==> src/hdl/lpg_pkg.sv <==
// Shared types and constants for the line pixel generator.
// Holds coordinate widths, the sequencer states and the control structs.
// No dependencies.
`default_nettype none

package lpg_pkg;

   // Coordinate width; derived widths follow from it
   localparam int COORD_BITS = 6;
   localparam int DELTA_BITS = COORD_BITS + 1;
   localparam int ACC_BITS   = COORD_BITS + 2;
   localparam int COLOR_BITS = 32;

   // Stream payload widths, padded to whole bytes
   localparam int REQ_RAW_BITS  = 4 * COORD_BITS + COLOR_BITS;
   localparam int REQ_DATA_BITS = ((REQ_RAW_BITS + 7) / 8) * 8;
   localparam int RSP_RAW_BITS  = 2 * COORD_BITS + COLOR_BITS;
   localparam int RSP_DATA_BITS = ((RSP_RAW_BITS + 7) / 8) * 8;

   typedef logic [COORD_BITS-1:0] coord_type;
   typedef logic [DELTA_BITS-1:0] delta_type;   // two's complement
   typedef logic [ACC_BITS-1:0]   acc_type;     // two's complement
   typedef logic [COLOR_BITS-1:0] color_type;

   typedef enum logic [1:0] {
      ST_IDLE,
      ST_SETUP,
      ST_RUN
   } state_type;

   // Sequencer to datapath
   typedef struct packed {
      logic load_cmd;
      logic do_setup;
      logic do_step;
   } ctrl_type;

   // Datapath to sequencer
   typedef struct packed {
      logic at_end;
   } status_type;

   // Result of one pass through the step unit
   typedef struct packed {
      acc_type   acc;
      coord_type minor;
   } step_type;

endpackage

`default_nettype wire

==> src/hdl/lpg_step_unit.sv <==
// Shared add/compare unit: one error-accumulator update per use.
// Depends on lpg_pkg.
`default_nettype none

module lpg_step_unit (
   input  wire lpg_pkg::acc_type   acc_i,
   input  wire lpg_pkg::delta_type delta_i,
   input  wire lpg_pkg::coord_type span_i,
   input  wire lpg_pkg::coord_type minor_i,
   output lpg_pkg::step_type       step_o
);

   logic signed [lpg_pkg::ACC_BITS-1:0] sum;
   logic signed [lpg_pkg::ACC_BITS-1:0] span_s;

   // Add the minor delta, then fold the remainder back into [0, span)
   always_comb begin
      sum    = $signed(acc_i) + $signed({delta_i[lpg_pkg::DELTA_BITS-1], delta_i});
      span_s = $signed({2'b00, span_i});
      step_o.acc   = lpg_pkg::acc_type'(sum);
      step_o.minor = minor_i;
      if (!delta_i[lpg_pkg::DELTA_BITS-1]) begin
         if (sum >= span_s) begin
            step_o.acc   = lpg_pkg::acc_type'(sum - span_s);
            step_o.minor = minor_i + lpg_pkg::coord_type'(1);
         end
      end else begin
         if (sum < $signed(lpg_pkg::acc_type'(0))) begin
            step_o.acc   = lpg_pkg::acc_type'(sum + span_s);
            step_o.minor = minor_i - lpg_pkg::coord_type'(1);
         end
      end
   end

endmodule

`default_nettype wire

==> src/hdl/lpg_ctrl.sv <==
// Sequencer for the line pixel generator: idle, setup, pixel run.
// Depends on lpg_pkg.
`default_nettype none

module lpg_ctrl (
   input  wire                    clock,
   input  wire                    reset,
   input  wire                    req_tvalid,
   output logic                   req_tready,
   output logic                   rsp_tvalid,
   input  wire                    rsp_tready,
   input  wire lpg_pkg::status_type status_i,
   output lpg_pkg::ctrl_type      ctrl_o
);

   lpg_pkg::state_type state_ff;
   lpg_pkg::state_type state_in;

   // Next state
   always_comb begin
      state_in = state_ff;
      unique case (state_ff)
         lpg_pkg::ST_IDLE: begin
            if (req_tvalid) state_in = lpg_pkg::ST_SETUP;
         end
         lpg_pkg::ST_SETUP: begin
            state_in = lpg_pkg::ST_RUN;
         end
         lpg_pkg::ST_RUN: begin
            if (rsp_tready && status_i.at_end) state_in = lpg_pkg::ST_IDLE;
         end
         default: state_in = lpg_pkg::ST_IDLE;
      endcase
   end

   // Outputs
   always_comb begin
      req_tready      = 1'b0;
      rsp_tvalid      = 1'b0;
      ctrl_o.load_cmd = 1'b0;
      ctrl_o.do_setup = 1'b0;
      ctrl_o.do_step  = 1'b0;
      unique case (state_ff)
         lpg_pkg::ST_IDLE: begin
            req_tready      = 1'b1;
            ctrl_o.load_cmd = req_tvalid;
         end
         lpg_pkg::ST_SETUP: begin
            ctrl_o.do_setup = 1'b1;
         end
         lpg_pkg::ST_RUN: begin
            rsp_tvalid     = 1'b1;
            ctrl_o.do_step = rsp_tready && !status_i.at_end;
         end
         default: begin
            req_tready = 1'b0;
         end
      endcase
   end

   // Hold state
   always_ff @(posedge clock) begin
      if (reset) begin
         state_ff <= lpg_pkg::ST_IDLE;
      end else begin
         state_ff <= state_in;
      end
   end

endmodule

`default_nettype wire

==> src/hdl/lpg_path.sv <==
// Datapath for the line pixel generator: command latch, setup and pixel state.
// Depends on lpg_pkg and lpg_step_unit.
`default_nettype none

module lpg_path (
   input  wire                    clock,
   input  wire lpg_pkg::ctrl_type ctrl_i,
   input  wire lpg_pkg::coord_type start_x_i,
   input  wire lpg_pkg::coord_type start_y_i,
   input  wire lpg_pkg::coord_type end_x_i,
   input  wire lpg_pkg::coord_type end_y_i,
   input  wire lpg_pkg::color_type pen_color_i,
   output lpg_pkg::coord_type     pixel_x_o,
   output lpg_pkg::coord_type     pixel_y_o,
   output lpg_pkg::color_type     pixel_color_o,
   output lpg_pkg::status_type    status_o
);

   // Latched command
   lpg_pkg::coord_type ax_ff, ay_ff, bx_ff, by_ff;
   lpg_pkg::color_type held_color_ff;

   // Line state
   lpg_pkg::coord_type major_pos_ff, major_pos_in;
   lpg_pkg::coord_type major_end_ff, major_end_in;
   lpg_pkg::coord_type minor_pos_ff, minor_pos_in;
   lpg_pkg::coord_type major_span_ff, major_span_in;
   lpg_pkg::delta_type minor_delta_ff, minor_delta_in;
   lpg_pkg::acc_type   error_acc_ff, error_acc_in;
   logic               steep_flag_ff, steep_flag_in;

   // Setup terms
   lpg_pkg::coord_type adx, ady, maj0, min0, maj1, min1;
   lpg_pkg::step_type  step;

   lpg_step_unit u_step (
      .acc_i   (error_acc_ff),
      .delta_i (minor_delta_ff),
      .span_i  (major_span_ff),
      .minor_i (minor_pos_ff),
      .step_o  (step)
   );

   // Pick the major axis and order endpoints so the major coordinate rises
   always_comb begin
      adx = (ax_ff >= bx_ff) ? (ax_ff - bx_ff) : (bx_ff - ax_ff);
      ady = (ay_ff >= by_ff) ? (ay_ff - by_ff) : (by_ff - ay_ff);
      steep_flag_in = (adx < ady);
      if (steep_flag_in) begin
         maj0 = ay_ff; min0 = ax_ff; maj1 = by_ff; min1 = bx_ff;
      end else begin
         maj0 = ax_ff; min0 = ay_ff; maj1 = bx_ff; min1 = by_ff;
      end
      if (maj0 > maj1) begin
         maj0 = maj1;
         min0 = min1;
         maj1 = steep_flag_in ? ay_ff : ax_ff;
         min1 = steep_flag_in ? ax_ff : ay_ff;
      end
   end

   // Next values of the line state
   always_comb begin
      major_pos_in   = major_pos_ff;
      major_end_in   = major_end_ff;
      minor_pos_in   = minor_pos_ff;
      major_span_in  = major_span_ff;
      minor_delta_in = minor_delta_ff;
      error_acc_in   = error_acc_ff;
      priority if (ctrl_i.do_setup) begin
         major_pos_in   = maj0;
         major_end_in   = maj1;
         minor_pos_in   = min0;
         major_span_in  = maj1 - maj0;
         minor_delta_in = {1'b0, min1} - {1'b0, min0};
         error_acc_in   = '0;
      end else if (ctrl_i.do_step) begin
         major_pos_in = major_pos_ff + lpg_pkg::coord_type'(1);
         minor_pos_in = step.minor;
         error_acc_in = step.acc;
      end else begin
         // hold the line state
      end
   end

   // Hold the command and advance the line state
   always_ff @(posedge clock) begin
      if (ctrl_i.load_cmd) begin
         ax_ff         <= start_x_i;
         ay_ff         <= start_y_i;
         bx_ff         <= end_x_i;
         by_ff         <= end_y_i;
         held_color_ff <= pen_color_i;
      end
      if (ctrl_i.do_setup) steep_flag_ff <= steep_flag_in;
      major_pos_ff   <= major_pos_in;
      major_end_ff   <= major_end_in;
      minor_pos_ff   <= minor_pos_in;
      major_span_ff  <= major_span_in;
      minor_delta_ff <= minor_delta_in;
      error_acc_ff   <= error_acc_in;
   end

   // Swap the axes back for steep lines
   assign pixel_x_o       = steep_flag_ff ? minor_pos_ff : major_pos_ff;
   assign pixel_y_o       = steep_flag_ff ? major_pos_ff : minor_pos_ff;
   assign pixel_color_o   = held_color_ff;
   assign status_o.at_end = (major_pos_ff == major_end_ff);

endmodule

`default_nettype wire

==> src/hdl/line_pixel_generator.sv <==
// Line pixel generator top level: rasterizes one line request into pixels.
// Depends on lpg_pkg, lpg_ctrl, lpg_path and lpg_step_unit.
//
//   channel   direction   payload
//   req_      in          start_x, start_y, end_x, end_y, pen_color
//   rsp_      out         pixel_x, pixel_y, pixel_color; tlast = last_pixel
//
// A request is taken while idle and then set up; after that the run state gives
// span + 1 pixels, span being the major-axis length (0..63), one pixel a cycle
// while rsp_tready is high, from the shared error-accumulator add/compare unit.
// req_tready is high only while idle. A stalled rsp_ holds the pixel and the
// line state. Reset is synchronous and returns the sequencer to idle.
`default_nettype none

module line_pixel_generator (
   input  wire                                   clock,
   input  wire                                   reset,
   input  wire                                   req_tvalid,
   output logic                                  req_tready,
   // start_x, start_y, end_x, end_y, pen_color (lowest bit up)
   input  wire  [lpg_pkg::REQ_DATA_BITS-1:0]     req_tdata,
   output logic                                  rsp_tvalid,
   input  wire                                   rsp_tready,
   // pixel_x, pixel_y, pixel_color, zero pad (lowest bit up)
   output logic [lpg_pkg::RSP_DATA_BITS-1:0]     rsp_tdata,
   output logic                                  rsp_tlast
);

   lpg_pkg::ctrl_type   ctrl;
   lpg_pkg::status_type status;
   lpg_pkg::coord_type  pixel_x, pixel_y;
   lpg_pkg::color_type  pixel_color;

   lpg_ctrl u_ctrl (
      .clock      (clock),
      .reset      (reset),
      .req_tvalid (req_tvalid),
      .req_tready (req_tready),
      .rsp_tvalid (rsp_tvalid),
      .rsp_tready (rsp_tready),
      .status_i   (status),
      .ctrl_o     (ctrl)
   );

   lpg_path u_path (
      .clock         (clock),
      .ctrl_i        (ctrl),
      .start_x_i     (req_tdata[0 +: lpg_pkg::COORD_BITS]),
      .start_y_i     (req_tdata[lpg_pkg::COORD_BITS +: lpg_pkg::COORD_BITS]),
      .end_x_i       (req_tdata[2*lpg_pkg::COORD_BITS +: lpg_pkg::COORD_BITS]),
      .end_y_i       (req_tdata[3*lpg_pkg::COORD_BITS +: lpg_pkg::COORD_BITS]),
      .pen_color_i   (req_tdata[4*lpg_pkg::COORD_BITS +: lpg_pkg::COLOR_BITS]),
      .pixel_x_o     (pixel_x),
      .pixel_y_o     (pixel_y),
      .pixel_color_o (pixel_color),
      .status_o      (status)
   );

   // Pack the pixel
   always_comb begin
      rsp_tdata = '0;
      rsp_tdata[lpg_pkg::RSP_RAW_BITS-1:0] = {pixel_color, pixel_y, pixel_x};
   end
   assign rsp_tlast = status.at_end;

`ifndef SYNTH
   // Never take a request while a line is still being drawn
   assert property (@(posedge clock) disable iff (reset) !(req_tready && rsp_tvalid))
      else $error("request taken while pixels pending");

   // An accepted request is followed by setup, with the input closed and no pixel offered
   assert property (@(posedge clock) disable iff (reset)
      (req_tvalid && req_tready) |=> (!req_tready && !rsp_tvalid))
      else $error("accepted request did not enter setup");

   // Setup is followed by the first pixel
   assert property (@(posedge clock) disable iff (reset)
      $fell(req_tready) |=> rsp_tvalid)
      else $error("no pixel after setup");

   // The last pixel taken ends the line
   assert property (@(posedge clock) disable iff (reset)
      (rsp_tvalid && rsp_tready && rsp_tlast) |=> (req_tready && !rsp_tvalid))
      else $error("line did not end after last pixel");
`endif

endmodule

`default_nettype wire
==> config.mk <==
export PLATFORM = sky130hd
export DESIGN_NAME = line_pixel_generator
export DESIGN_NICKNAME = d
export VERILOG_FILES = /design/src/hdl/lpg_pkg.sv /design/src/hdl/lpg_step_unit.sv /design/src/hdl/lpg_ctrl.sv /design/src/hdl/lpg_path.sv /design/src/hdl/line_pixel_generator.sv
export SDC_FILE = /design/constraint.sdc
export NUM_CORES = 1
export LEC_CHECK = 0
export BUFFER_PORTS_ARGS = -buffer_cell sky130_fd_sc_hd__buf_4
export CAP_MARGIN = 40
export CORE_MARGIN = 3
export CORE_UTILIZATION = 57
export CTS_CLUSTER_DIAMETER = 60
export DETAILED_ROUTE_END_ITERATION = 12
export HOLD_SLACK_MARGIN = 0.1
export PLACE_DENSITY_LB_ADDON = 0.25
export SETUP_SLACK_MARGIN = 0.2
export SLEW_MARGIN = 15
export SYNTH_ARGS = -nofsm -noshare
export SYNTH_HDL_FRONTEND = slang
export SYNTH_SLANG_ARGS = --single-unit
==> constraint.sdc <==
create_clock -name clock -period 18 [get_ports clock]
set_input_delay 1.8 -clock clock [delete_from_list [all_inputs] [get_ports clock]]
set_output_delay 1.8 -clock clock [all_outputs]
set_load 0.005 [all_outputs]
Word level (Yosys, flattened, before mapping)
Cells that the tools add are included.
- mux-type cells: 27
- magnitude comparators: 6
- reductions and logical operators: 8
- add/subtract/negate cells: 12
- eq/ne operators: 6
- operators by type and width (kind ; number):
    2-to-1 mux 6 bit ; 16
    2-to-1 mux 14 bit ; 3
    subtractor 6 bit ; 5
    adder 8 x 7 -> 8 bit ; 2
    adder 6 x 1 -> 6 bit, second input constant ; 2
    >= comparator 6 bit ; 2
    >= comparator 8 x 7 -> 1 bit ; 1
    < comparator 8 x 1 -> 1 bit, second input constant ; 1
    subtractor 8 x 7 -> 8 bit ; 1
    subtractor 6 x 6 -> 7 bit ; 1
    == test 6 bit ; 1
    greater-than comparator 6 bit ; 1
    < comparator 6 bit ; 1
    one-hot mux 2 bit (3 select lines) ; 1
    subtractor 6 x 1 -> 6 bit, second input constant ; 1
    2-to-1 mux 1 bit ; 5
    2-to-1 mux 2 bit ; 2
    != test 3 bit, second input constant ; 1
    AND reduction 3 bit ; 1
    nonzero test 3 bit ; 1
    == test 2 x 1 -> 1 bit, second input constant ; 1
    == test 2 bit, second input constant ; 1
    logical AND 1 bit ; 2
    zero test 2 bit ; 1
    5 further kinds ; 5
- flip-flop bits (word level): 98

Depth between registers and ports, before layout
Gate-level depths: netlist of run 1.
- depth in word-level cells: 7
- gate-level depth with buffers: 42
- gate-level depth less buffers: 36

By module
A second synthesis of run 1 with hierarchy kept.
- cells, all modules: 717
- area total of the unflattened synthesis: 7310.8 um^2
- by module, submodules not included (module ; area each (um^2) ; cells each ; times used ; seq. area each (um^2)):
    lpg_path ; 5841.9 ; 523 ; 1 ; 2802.7
    lpg_step_unit ; 1335.0 ; 178 ; 1 ; 0.0
    lpg_ctrl ; 100.1 ; 11 ; 1 ; 40.0
    line_pixel_generator ; 33.8 ; 5 ; 1 ; 0.0

Worst setup path after synthesis of run 1
No wires, ideal clock.
- path type: flip-flop to flip-flop
- from: reg u_path.ax_ff[0]
- to: reg u_path.minor_delta_ff[6], data pin
- data arrival time: 7.463 ns
- library setup time: 0.257 ns
- required time: 17.743 ns
- buffers on the path: 6
- cell stages (with the launch flop): 42
- slack: 10.280 ns
- cells stage by stage: edfxtp_1 > inv_1 > ha_1 > inv_1 > fa_1 > a21o_1 > a21oi_1 > a21oi_1 > a211o_1 > clkbuf_1 > mux2i_1 > a221o_1 > a21oi_1 > o21ai_0 > xor2_1 > ha_1 > a2111oi_2 > o21ai_1 > [... 6 more ...] > inv_1 > a311oi_1 > a31oi_1 > mux2i_4 > o21ai_2 > buf_6 > buf_2 > buf_1 > nor2_1 > a21oi_1 > a21oi_1 > ha_1 > fa_1 > nor2b_1 > o21ai_0 > nand2b_1 > a21o_1 > a21oi_1
- word-level cells in the longest chain between the ends: 7
- elaborated cells on any way between the ends: 13
- ends and longest elaborated chain (item ; RTL line ; text):
    start, declared ; lpg_path.sv:20 ; lpg_pkg::coord_type ax_ff, ay_ff, bx_ff, by_ff;
    start signal, assigned ; lpg_path.sv:89 ; ax_ff <= start_x_i;
    subtractor 6 bit / >= comparator 6 bit (equally long branches) ; lpg_path.sv:46 ; adx = (ax_ff >= bx_ff) ? (ax_ff - bx_ff) : (bx_ff - ax_ff);
    2-to-1 mux 6 bit ; lpg_path.sv:46 ;
    < comparator 6 bit ; lpg_path.sv:48 ; steep_flag_in = (adx < ady);
    2-to-1 mux 6 bit ; lpg_path.sv:49 ; if (steep_flag_in) begin
    greater-than comparator 6 bit ; lpg_path.sv:54 ; if (maj0 > maj1) begin
    2-to-1 mux 6 bit ; lpg_path.sv:54 ;
    subtractor 6 x 6 -> 7 bit * ; lpg_path.sv:75 ; minor_delta_in = {1'b0, min1} - {1'b0, min0};
    end signal, assigned ; lpg_path.sv:100 ; minor_delta_ff <= minor_delta_in;
    end, declared ; lpg_path.sv:28 ; lpg_pkg::delta_type minor_delta_ff, minor_delta_in;
Mark *: on every way between the ends. The rest lies on a longest branch, timed or not.
A chain may end at the register's enable or synchronous reset.

Worst setup path after layout of run 1
Same ends and word-level chain as after synthesis.

==> results of run 1 <==
final cells by class:
cell class              instances  area [um2]
multi-input cells             489        3800
flip-flops and latches         98        2840
fillers                       879        3510
clock buffers                  10         229
well taps                     143         179
clock inverters                 6        46.3
repair buffers                111         873
inverters                      62         233
Yosys cell counts, types with 7 or more instances:
library cell,instances,area share (%)
fa_1,8,2.3
nor3_1,9,0.64
edfxtp_1,88,38
nand2_1,38,2.0
a21o_1,15,1.6
xnor2_1,33,4.1
dfxtp_1,10,2.9
nand3_1,12,0.86
mux2i_1,35,5.0
a21oi_1,57,4.1
mux2_2,21,3.4
xor2_1,20,2.5
nor2_1,45,2.4
nor2b_1,7,0.63
nand2b_1,7,0.63
o21bai_1,13,1.4
inv_1,62,3.3
ha_1,61,11
o21ai_0,27,1.9
clkbuf_1,15,0.81
routing by layer:
metal | global-route usage (%) | up-vias | wire (um)
met1 | 29.7 | 2597 | 6640
met4 | 7.87 | 0 | 362
met5 | 0 | - | 0
met2 | 45.6 | 204 | 9050
li1 | - | 2611 | -
met3 | 6.58 | 38 | 1010
stage by stage:
stage	hold WS, ns	util [%]	std cells	cell area (um2)	setup WS, ns
2_1_floorplan	0.432	-	676	6990	10.28
3_3_place_gp	0.449	67.2	900	7870	9.45
3_5_place_dp	0.465	67.7	903	7930	9.70
4_1_cts	0.483	70.0	919	8200	9.67
5_1_grt	0.506	70.0	919	8200	8.98
6_report	0.481	70.0	919	8200	9.52
final timing paths:
kind                                    to  cells past startpoint  slack (ns)                    from
hold / removal      u_path.error_acc_ff[2]                      2        0.48  u_path.error_acc_ff[2]
hold reg to reg     u_path.error_acc_ff[2]                      2        0.48  u_path.error_acc_ff[2]
setup reg to reg  u_path.minor_delta_ff[6]                     37        9.52         u_path.ax_ff[0]
setup / recovery  u_path.minor_delta_ff[6]                     37        9.52         u_path.ax_ff[0]
kinds of logic after synthesis:
kind of cell	Yosys count	synth area share (%)
xor gates and xnor gates	53	6.65
AOI/OAI and AO/OA	167	15.8
other	1	0.0537
DFF	98	40.7
muxes	58	9.05
buffers and inverters	89	5.16
adders and majority gates	69	13.2
and+or+nand+nor	138	9.32
placed cells by master (no fill, tap or decap), types with 7 or more instances in the layout:
| master | synthesis | final |
|---|---|---|
| xor2_1 | 20 | 20 |
| nor2_1 | 45 | 45 |
| nor2b_1 | 7 | 7 |
| buf_4 | 4 | 108 |
| ha_1 | 61 | 61 |
| inv_1 | 62 | 62 |
| mux2i_1 | 35 | 35 |
| a21oi_1 | 57 | 57 |
| mux2_2 | 21 | 21 |
| xnor2_1 | 33 | 33 |
| fa_1 | 8 | 8 |
| nor3_1 | 9 | 9 |
| edfxtp_1 | 88 | 88 |
| dfxtp_1 | 10 | 10 |
| a21o_1 | 15 | 15 |
| clkbuf_16 | 0 | 9 |
| nand2b_1 | 7 | 7 |
| nand2_1 | 38 | 38 |
| o21bai_1 | 13 | 13 |
| nand3_1 | 12 | 12 |
| o21ai_0 | 27 | 27 |
critical path: cells and delay by family (launching register included):
| kind | cells | cell delay (ns) |
|---|---|---|
| fa+ha+maj | 6 | 1.84 |
| simple gates | 4 | 0.69 |
| compound gates | 16 | 3.46 |
| flops | 1 | 0.43 |
| buf+inv | 6 | 0.92 |
| xor+xnor | 1 | 0.16 |
| mux | 4 | 0.72 |
registers in the layout, summed over array words and instances, names as in the netlist:
name                   cells
u_ctrl.state_ff            2
u_path.ax_ff               6
u_path.ay_ff               6
u_path.bx_ff               6
u_path.by_ff               6
u_path.error_acc_ff        8
u_path.major_end_ff        6
u_path.major_pos_ff        6
u_path.major_span_ff       6
u_path.minor_delta_ff      7
u_path.minor_pos_ff        6
u_path.pixel_color_o      32
u_path.steep_flag_ff       1
==> summary.md, run 1 <==
| Metric | Value |
|---|---|
| Slowest Stage Delay on Critical Path | 0.56 ns |
| Sequential area share after synthesis | 40.7% |
| Hold buffers post-CTS | 0 |
| Slowest cell on the critical path | o21ai_4 |
| Number of synthesized flops with an enable pin | 88 |
| Status | finished clean |
| Via/cell ratio | 5.93 |
| Max Buffers Root-to-Sink | 2 |
| Number of post-CTS setup repair buffers | 0 |
| Worst Path Required | 18.11 ns |
| Syn. warnings | 0 |
| Routed WL | 17100 um |
| Slew Limit Fails | 0 |
| # diodes | 0 |
| Top Ports | 111 |
| Die area | 0.0136 mm2 |
| CP startpoint kind | register |
| Unrepaired setup endpoints after global routing | false |
| Routed WL per cell | 18.6 um |
| Relative slew slack | 52.2% |
| Dpl hpwl | 13300 um |
| Initial antenna violation count | 0 |
| Max Cap Viol | 0 |
| Slew of the pin with the lowest slew margin | 0.718 ns |
| CTS Buf Count | 9 |
| Syn avg cell area | 10.4 um2 |
| Gpl congestion | 0.996 |
| Most used DFF post-synth | edfxtp_1 |
| Gr ovfl total | 0 |
| DRC violation count after routing | 0 |
| Post_cts resized | 0 |
| Post-layout nets | 900 |
| Largest net degree at the start of global routing | 58 |
| Drt first pass iters | 5 |
| Worst Setup End Kind | register |
| Core area | 0.0117 mm2 |
| Setup Skew | 0.0153 ns |
| Number of global-route vias before repair | 5567 |
| Clk root buf | clkbuf_16 |
| Crit-path max FO | 32 |
| Final critical-path share of the clock period | 47.1% |
| Fin. Hold Viols | 0 |
| CP arrival | 8.59 ns |
| Area Overhead vs Synth | 17.5% |
| Final setup vio count | 0 |
| Synth cell types | 71 |
| CP Class | register to register |
| Clock Latency Late Sink | 0.36 ns |
| Row count | 39 |
| Gr usage total | 25.4% |
| Register bit count reported by yosys | 98 |
| 1st-iter DRT viols | 438 |
| Post-synthesis cell area | 0.00698 mm2 |
| Clock Sinks | 98 |
| Final TNS setup | 0 ns |
| Async SR Flop Fraction | 0% |
| Class of the worst hold path | register to register |
| Synth Instances | 673 |
| Die W | 117 um |
| Layout cells sized above 1 | 21.1% |
| Final antenna-violating net count | 0 |
| Highest clock rate | 118 MHz |
| Die height | 117 um |
| Vias | 5450 |
| Starting Density | 59.6% |
| Min cycle time layout | 8.48 ns |
| Port Buffer Count | 106 |
| CTS tree | yes |
| CTS clk-pin slew, worst paths | 0.08 ns |
| First-pass GRT wire length | 26800 um |
| CTS H-tree depth | 3 |
Power of run 1 is not shown: default switching activity piles up to over one toggle a cycle in this logic, so the estimate is an artifact.
==> run 2: changes to the inputs <==
==> constraint.sdc (replaced) <==
create_clock -name clock -period 8 [get_ports clock]
set_input_delay 0.8 -clock clock [delete_from_list [all_inputs] [get_ports clock]]
set_output_delay 0.8 -clock clock [all_outputs]
set_load 0.005 [all_outputs]
==> run 2 against run 1 <==
Compared with the run above: critical path depth is 2 lower; global-route usage rose by 0.94 points; register-to-register slack got worse by 9.1 ns; sequential share of layout area is 1.1 points lower; hold slack gained 0.0030 ns; routed wire length grew 7.5%; via count increased by 3.5%; final cell count up 2.4%; largest cell class unchanged; highest routed layer unchanged.
==> summary.md, run 2 (synthesis gave the netlist of run 1 again) <==
| Metric | Value |
|---|---|
| Clk root buf | clkbuf_16 |
| Status | finished clean |
| Unrepaired setup endpoints after global routing | false |
| CP delay by family, top | compound AO/OA/AOI/OAI gates |
| # diodes | 0 (unchanged) |
| Area Overhead vs Synth | 21.3% |
| Slowest cell on the critical path | edfxtp_1 |
| Met2 wire len | 9470 um (+4.7%) |
| CTS H-tree depth | 3 (unchanged) |
| Class of the worst hold path | register to register |
| Reg-to-reg endpoint | u_path.minor_delta_ff[5] |
| Via/cell ratio | 6.00 (+1.1%) |
| Hold path depth | 2 (unchanged) |
| Max Cap Viol | 0 (unchanged) |
| Min cycle time layout | 7.56 ns (-0.926 ns) |
| Gr ovfl total | 0 (unchanged) |
| CTS Buf Count | 9 (unchanged) |
| Metal3 WL | 916 um (-9.1%) |
| First-pass GRT wire length | 27400 um (+2.2%) |
| Worst Setup EP | u_path.minor_delta_ff[5] |
| Gpl congestion | 0.966 (-3.0%) |
| CP startpoint kind | register |
| Die W | 117 um (unchanged) |
| Fill count | 824 (-6.3%) |
| Worst Path Required | 8.11 ns (-10.00 ns) |
| Max Used Layer | met4 |
| Final worst slack | 0.445 ns (-9.07 ns) |
| Crit-path max FO | 9 (-72%) |
| DRC violation count after routing | 0 (unchanged) |
| CTS clk-pin slew, worst paths | 0.07 ns (about the same) |
| Post-DP Area | 0.00796 mm2 (+0.41%) |
| Clock Latency Late Sink | 0.35 ns (about the same) |
| Max Buffers Root-to-Sink | 2 (unchanged) |
| Routed WL | 18300 um (+7.5%) |
| Core area | 0.0117 mm2 (unchanged) |
| Reg2reg setup slack | 0.44 ns (-9.07 ns) |
| CTS tree | yes |
| Highest clock rate | 132 MHz (+12%) |
| Layout cells sized above 1 | 25.2% (+4.1 points) |
| RR Startpoint | u_path.ax_ff[0] |
| Fin. Hold Viols | 0 (unchanged) |
| Relative slew slack | 40.7% (-11 points) |
| Final critical-path share of the clock period | 94.4% (+47 points) |
| Initial antenna violation count | 0 (unchanged) |
| CP Class | register to register |
| Crit path depth | 35 (-5.4%) |
| Worst slack, placed | 0.0166 ns (-9.69 ns) |
| Port Buffer Count | 106 (unchanged) |
| Final antenna-violating net count | 0 (unchanged) |
| Number of global-route vias before repair | 5343 (-4.0%) |
| Highest-count cells in the layout ignoring fill and taps | buf_4 (128), edfxtp_1 (88), inv_1 (61), ha_1 (61), a21oi_1 (55) |
| Top Ports | 111 (unchanged) |
| Routed WL per cell | 19.5 um (+5.0%) |
| Slew Limit Fails | 0 (unchanged) |
| Gr usage total | 26.3% (+0.94 points) |
| Die height | 117 um (unchanged) |
| CP arrival | 7.66 ns (-0.93 ns) |
| Worst setup startpoint | u_path.ax_ff[0] |
| Hold buffers post-CTS | 0 (unchanged) |
| Largest net degree at the start of global routing | 58 (unchanged) |
| M1 WL | 7330 um (+10%) |
| Starting Density | 59.6% (unchanged) |
| Setup Skew | 0.00421 ns (-0.0111 ns) |
| CP dominant cell by count | ha_1 |
| Post-layout nets | 922 (+2.4%) |
| Slowest Stage Delay on Critical Path | 0.43 ns (-0.13 ns) |
| Drt first pass iters | 4 (-1) |
| Worst Setup End Kind | register |
| Clock Sinks | 98 (unchanged) |
| Finished Cell Area | 0.00847 mm2 (+3.3%) |
| Die area | 0.0136 mm2 (unchanged) |
| 1st-iter DRT viols | 419 (-4.3%) |
| Final setup vio count | 0 (unchanged) |
| Row count | 39 (unchanged) |
| Largest register FFs | 32 (unchanged) |
| Crit path buf inv count | 5 (-1) |
| Slew of the pin with the lowest slew margin | 0.889 ns (+0.172 ns) |
| Vias | 5642 (+3.5%) |
| Most common cell after layout, fill and taps aside | buf_4 |
| Dpl hpwl | 14100 um (+6.1%) |
| Final TNS setup | 0 ns (unchanged) |
| Worst reg2reg path depth | 35 (-5.4%) |
==> run 2: changes by cell type in the layout (fill, tap and decap cells not counted), moves of 3 or more <==
cell / change
inv_6: -3
clkinv_4: +3
buf_4: +20
o21ai_2: +3
==> run 2: metrics by stage <==
step	util (%)	cells	hold WS, ns
after floorplan	-	676	0.432
final	72.3	941	0.484
after global placement	67.8	909	0.450
after global routing	72.3	941	0.518
after detailed placement	68.0	910	0.466
after CTS	70.7	927	0.483
==> run 2: final cells by class <==
| type | count | area, um2 | share of cell area (%) |
|---|---|---|---|
| multi-input combinational | 492 | 3920 | 46.2 |
| sequential | 98 | 2840 | 33.6 |
| timing repair buffer | 130 | 996 | 11.8 |
| inverter | 62 | 233 | 2.75 |
| clock buffer | 9 | 225 | 2.66 |
| tap | 143 | 179 | 2.11 |
| clock inverter | 7 | 81.3 | 0.960 |
==> run 2: worst min-delay path by stage <==
stage | start | to | slack [ns]
detailed placement | u_path.error_acc_ff[5] | u_path.error_acc_ff[5] | 0.47
floorplan | u_path.error_acc_ff[5] | u_path.error_acc_ff[5] | 0.43
finish | u_path.error_acc_ff[5] | u_path.error_acc_ff[5] | 0.48
global route | u_path.error_acc_ff[5] | u_path.error_acc_ff[5] | 0.52
global placement | u_path.error_acc_ff[6] | u_path.error_acc_ff[6] | 0.45
CTS | u_path.error_acc_ff[5] | u_path.error_acc_ff[5] | 0.48
==> run 2: worst min-delay path, cell delays in order, from the launching register on <==
cell     delay (ns)
dfxtp_1        0.32
nand2_1        0.05
o21ai_0        0.06
==> run 2: what timing repair did <==
| action | 4_1_cts | 5_1_grt |
|---|---|---|
| gates cloned | 1 | 2 |
| endpoints found under the setup margin | 3 | 10 |
| pin swaps | 1 | 6 |
| hold endpoints to repair | 0 | 0 |
| gates resized for setup | 3 | 17 |
| buffers inserted | 0 | 12 |
==> run 2: layer usage <==
| metal | GRT usage (%) | up-vias |
|---|---|---|
| li1 | - | 2656 |
| met1 | 32.4 | 2741 |
| met2 | 46.2 | 196 |
| met3 | 4.51 | 49 |
| met4 | 10.2 | 0 |
| met5 | 0 | - |
Power of run 2 is left out for the same reason.
==> run 3: changes to the inputs <==
--- a/config.mk
+++ b/config.mk
@@ -8,7 +8,7 @@
 export BUFFER_PORTS_ARGS = -buffer_cell sky130_fd_sc_hd__buf_4
 export CAP_MARGIN = 40
 export CORE_MARGIN = 3
-export CORE_UTILIZATION = 57
+export CORE_UTILIZATION = 58
 export CTS_CLUSTER_DIAMETER = 60
 export DETAILED_ROUTE_END_ITERATION = 12
 export HOLD_SLACK_MARGIN = 0.1
==> run 3 against run 2 <==
Compared with the run above: clock skew rose by 0.0070 ns; register-to-register slack improved by 0.096 ns; non-clock buffer count did not move; hold slack improved by 0.0037 ns; fmax rose by 1.3%; sequential share of layout area barely moved; flip-flop and latch count did not move; die area fell by 1.6%; via count rose by 0.41%; highest routed layer unchanged.
==> summary.md, run 3 (synthesis gave the netlist of run 1 again) <==
| Metric | Value |
|---|---|
| Largest net degree at the start of global routing | 56 (-3.4%) |
| Hold Startpoint | u_path.error_acc_ff[6] |
| Die area | 0.0134 mm2 (-1.6%) |
| Worst setup startpoint | u_path.ay_ff[0] |
| Final setup vio count | 0 (unchanged) |
| Dpl hpwl | 13700 um (-2.5%) |
| Final critical-path share of the clock period | 93.2% (-1.2 points) |
| Clk root buf | clkbuf_16 |
| Reg-to-reg endpoint | u_path.minor_delta_ff[6] |
| Hold buffers post-CTS | 0 (unchanged) |
| CTS H-tree depth | 3 (unchanged) |
| CP Class | register to register |
| Port Buffer Count | 106 (unchanged) |
| Relative slew slack | 54.4% (+14 points) |
| Worst Setup End Kind | register |
| Via/cell ratio | 6.02 (+0.41%) |
| Gr usage total | 26.6% (+0.25 points) |
| CTS clk-pin slew, worst paths | 0.07 ns (about the same) |
| Crit-path max FO | 6 (-3) |
| Post-layout nets | 922 (unchanged) |
| # diodes | 0 (unchanged) |
| Setup Skew | 0.0112 ns (+0.00700 ns) |
| CTS tree | yes |
| Slew of the pin with the lowest slew margin | 0.683 ns (-0.206 ns) |
| Worst reg2reg path depth | 35 (unchanged) |
| CP startpoint kind | register |
| Highest clock rate | 134 MHz (+1.3%) |
| CP delay by family, top | compound AO/OA/AOI/OAI gates |
| Finished Layout Cells | 941 (unchanged) |
| Largest register FFs | 32 (unchanged) |
| Vias | 5665 (+0.41%) |
| Number of global-route vias before repair | 5557 (+4.0%) |
| Core area | 0.0116 mm2 (-0.83%) |
| Row count | 39 (unchanged) |
| Area Overhead vs Synth | 21.2% (about the same) |
| Top Ports | 111 (unchanged) |
| DP Cell Count | 907 (-0.33%) |
| Final antenna-violating net count | 0 (unchanged) |
| Status | finished clean |
| Finished Cell Area | 0.00846 mm2 (about the same) |
| Slew Limit Fails | 0 (unchanged) |
| Slowest cell on the critical path | edfxtp_1 |
| Starting Density | 60.1% (+0.50 points) |
| Fill count | 817 (-0.85%) |
| Final TNS setup | 0 ns (unchanged) |
| Drt first pass iters | 8 (+4) |
| Routed WL per cell | 19.2 um (-1.6%) |
| Max Buffers Root-to-Sink | 2 (unchanged) |
| RR Startpoint | u_path.ay_ff[0] |
| CP arrival | 7.56 ns (-0.10 ns) |
| CP dominant cell by count | ha_1 |
| Class of the worst hold path | register to register |
| Die height | 116 um (-0.82%) |
| DRC violation count after routing | 0 (unchanged) |
| Initial antenna violation count | 0 (unchanged) |
| Max Cap Viol | 0 (unchanged) |
| Layout cells sized above 1 | 25.4% (+0.25 points) |
| Unrepaired setup endpoints after global routing | false |
| Hold Path Sink | u_path.error_acc_ff[6] |
| Gpl congestion | 1.01 (+4.3%) |
| Highest-count cells in the layout ignoring fill and taps | buf_4 (127), edfxtp_1 (88), inv_1 (61), ha_1 (61), a21oi_1 (51) |
| First-pass GRT wire length | 27300 um (-0.55%) |
| Clock Sinks | 98 (unchanged) |
| Slowest Stage Delay on Critical Path | 0.45 ns (+0.02 ns) |
| Min cycle time layout | 7.46 ns (-0.0963 ns) |
| Most common cell after layout, fill and taps aside | buf_4 |
| Worst Path Required | 8.11 ns (about the same) |
| Die W | 116 um (-0.82%) |
| Clock Latency Late Sink | 0.35 ns (about the same) |
| Hold path depth | 2 (unchanged) |
| Reg2reg setup slack | 0.54 ns (+0.10 ns) |
| 1st-iter DRT viols | 583 (+39%) |
| CTS Buf Count | 9 (unchanged) |
| Crit path buf inv count | 3 (-2) |
| Routed WL | 18000 um (-1.6%) |
| Post-DP Area | 0.00795 mm2 (-0.19%) |
| Gr ovfl total | 0 (unchanged) |
| Fin. Hold Viols | 0 (unchanged) |
==> run 3: cell types whose count changed in the layout (fill, tap and decap cells not counted), sizes merged <==
cell | before | now
inv | 64 | 65
clkinvlp | 0 | 1
nand2 | 40 | 41
clkinv | 5 | 3
o21ai | 33 | 32
==> run 3: cell type report <==
class / instances / area (um2) / share of cell area (%)
multi-input combinational: 492 / 3920 / 46.3
sequential: 98 / 2840 / 33.6
timing repair buffer: 130 / 1010 / 11.9
inverter: 62 / 233 / 2.75
clock buffer: 9 / 225 / 2.66
tap: 143 / 179 / 2.11
clock inverter: 7 / 62.6 / 0.739
==> run 3: layer usage <==
metal / up-vias / wire length (um) / track usage [%]
met5: - / 0 / 0
met4: 0 / 964 / 15.2
met3: 69 / 1110 / 3.71
met2: 271 / 8910 / 44.2
met1: 2655 / 7060 / 33.4
li1: 2670 / - / -
==> run 3: how the worst max path moves through the flow <==
stage | cells after the start | slack [ns] | to
after global placement | 36 | 0.48 | u_path.minor_delta_ff[5]
after CTS | 36 | 0.28 | u_path.minor_delta_ff[5]
after global routing | 35 | 0.04 | u_path.minor_delta_ff[5]
after detailed placement | 37 | 0.08 | u_path.minor_delta_ff[5]
after floorplan | 41 | 0.28 | u_path.minor_delta_ff[6]
final | 35 | 0.54 | u_path.minor_delta_ff[6]
==> run 3: what timing repair did <==
action / 4_1_cts / 5_1_grt
buffers inserted: 0 / 15
setup endpoints to repair: 2 / 10
gates resized for setup: 1 / 20
gates cloned: 1 / 2
pin swaps: 1 / 5
==> run 3: through the flow <==
step / hold slack [ns] / worst slack, ns / util (%)
finish: 0.488 / 0.541 / 72.9
global route: 0.510 / 0.0437 / 72.9
CTS: 0.493 / 0.276 / 71.0
detailed placement: 0.476 / 0.0832 / 68.4
global placement: 0.454 / 0.476 / 68.0
floorplan: 0.432 / 0.280 / -
==> run 3: worst min-delay path, stage by stage (launching register included) <==
cell,delay (ns)
dfxtp_1,0.32
nand2_1,0.05
o21ai_0,0.07
Power of run 3 is left out for the same reason.
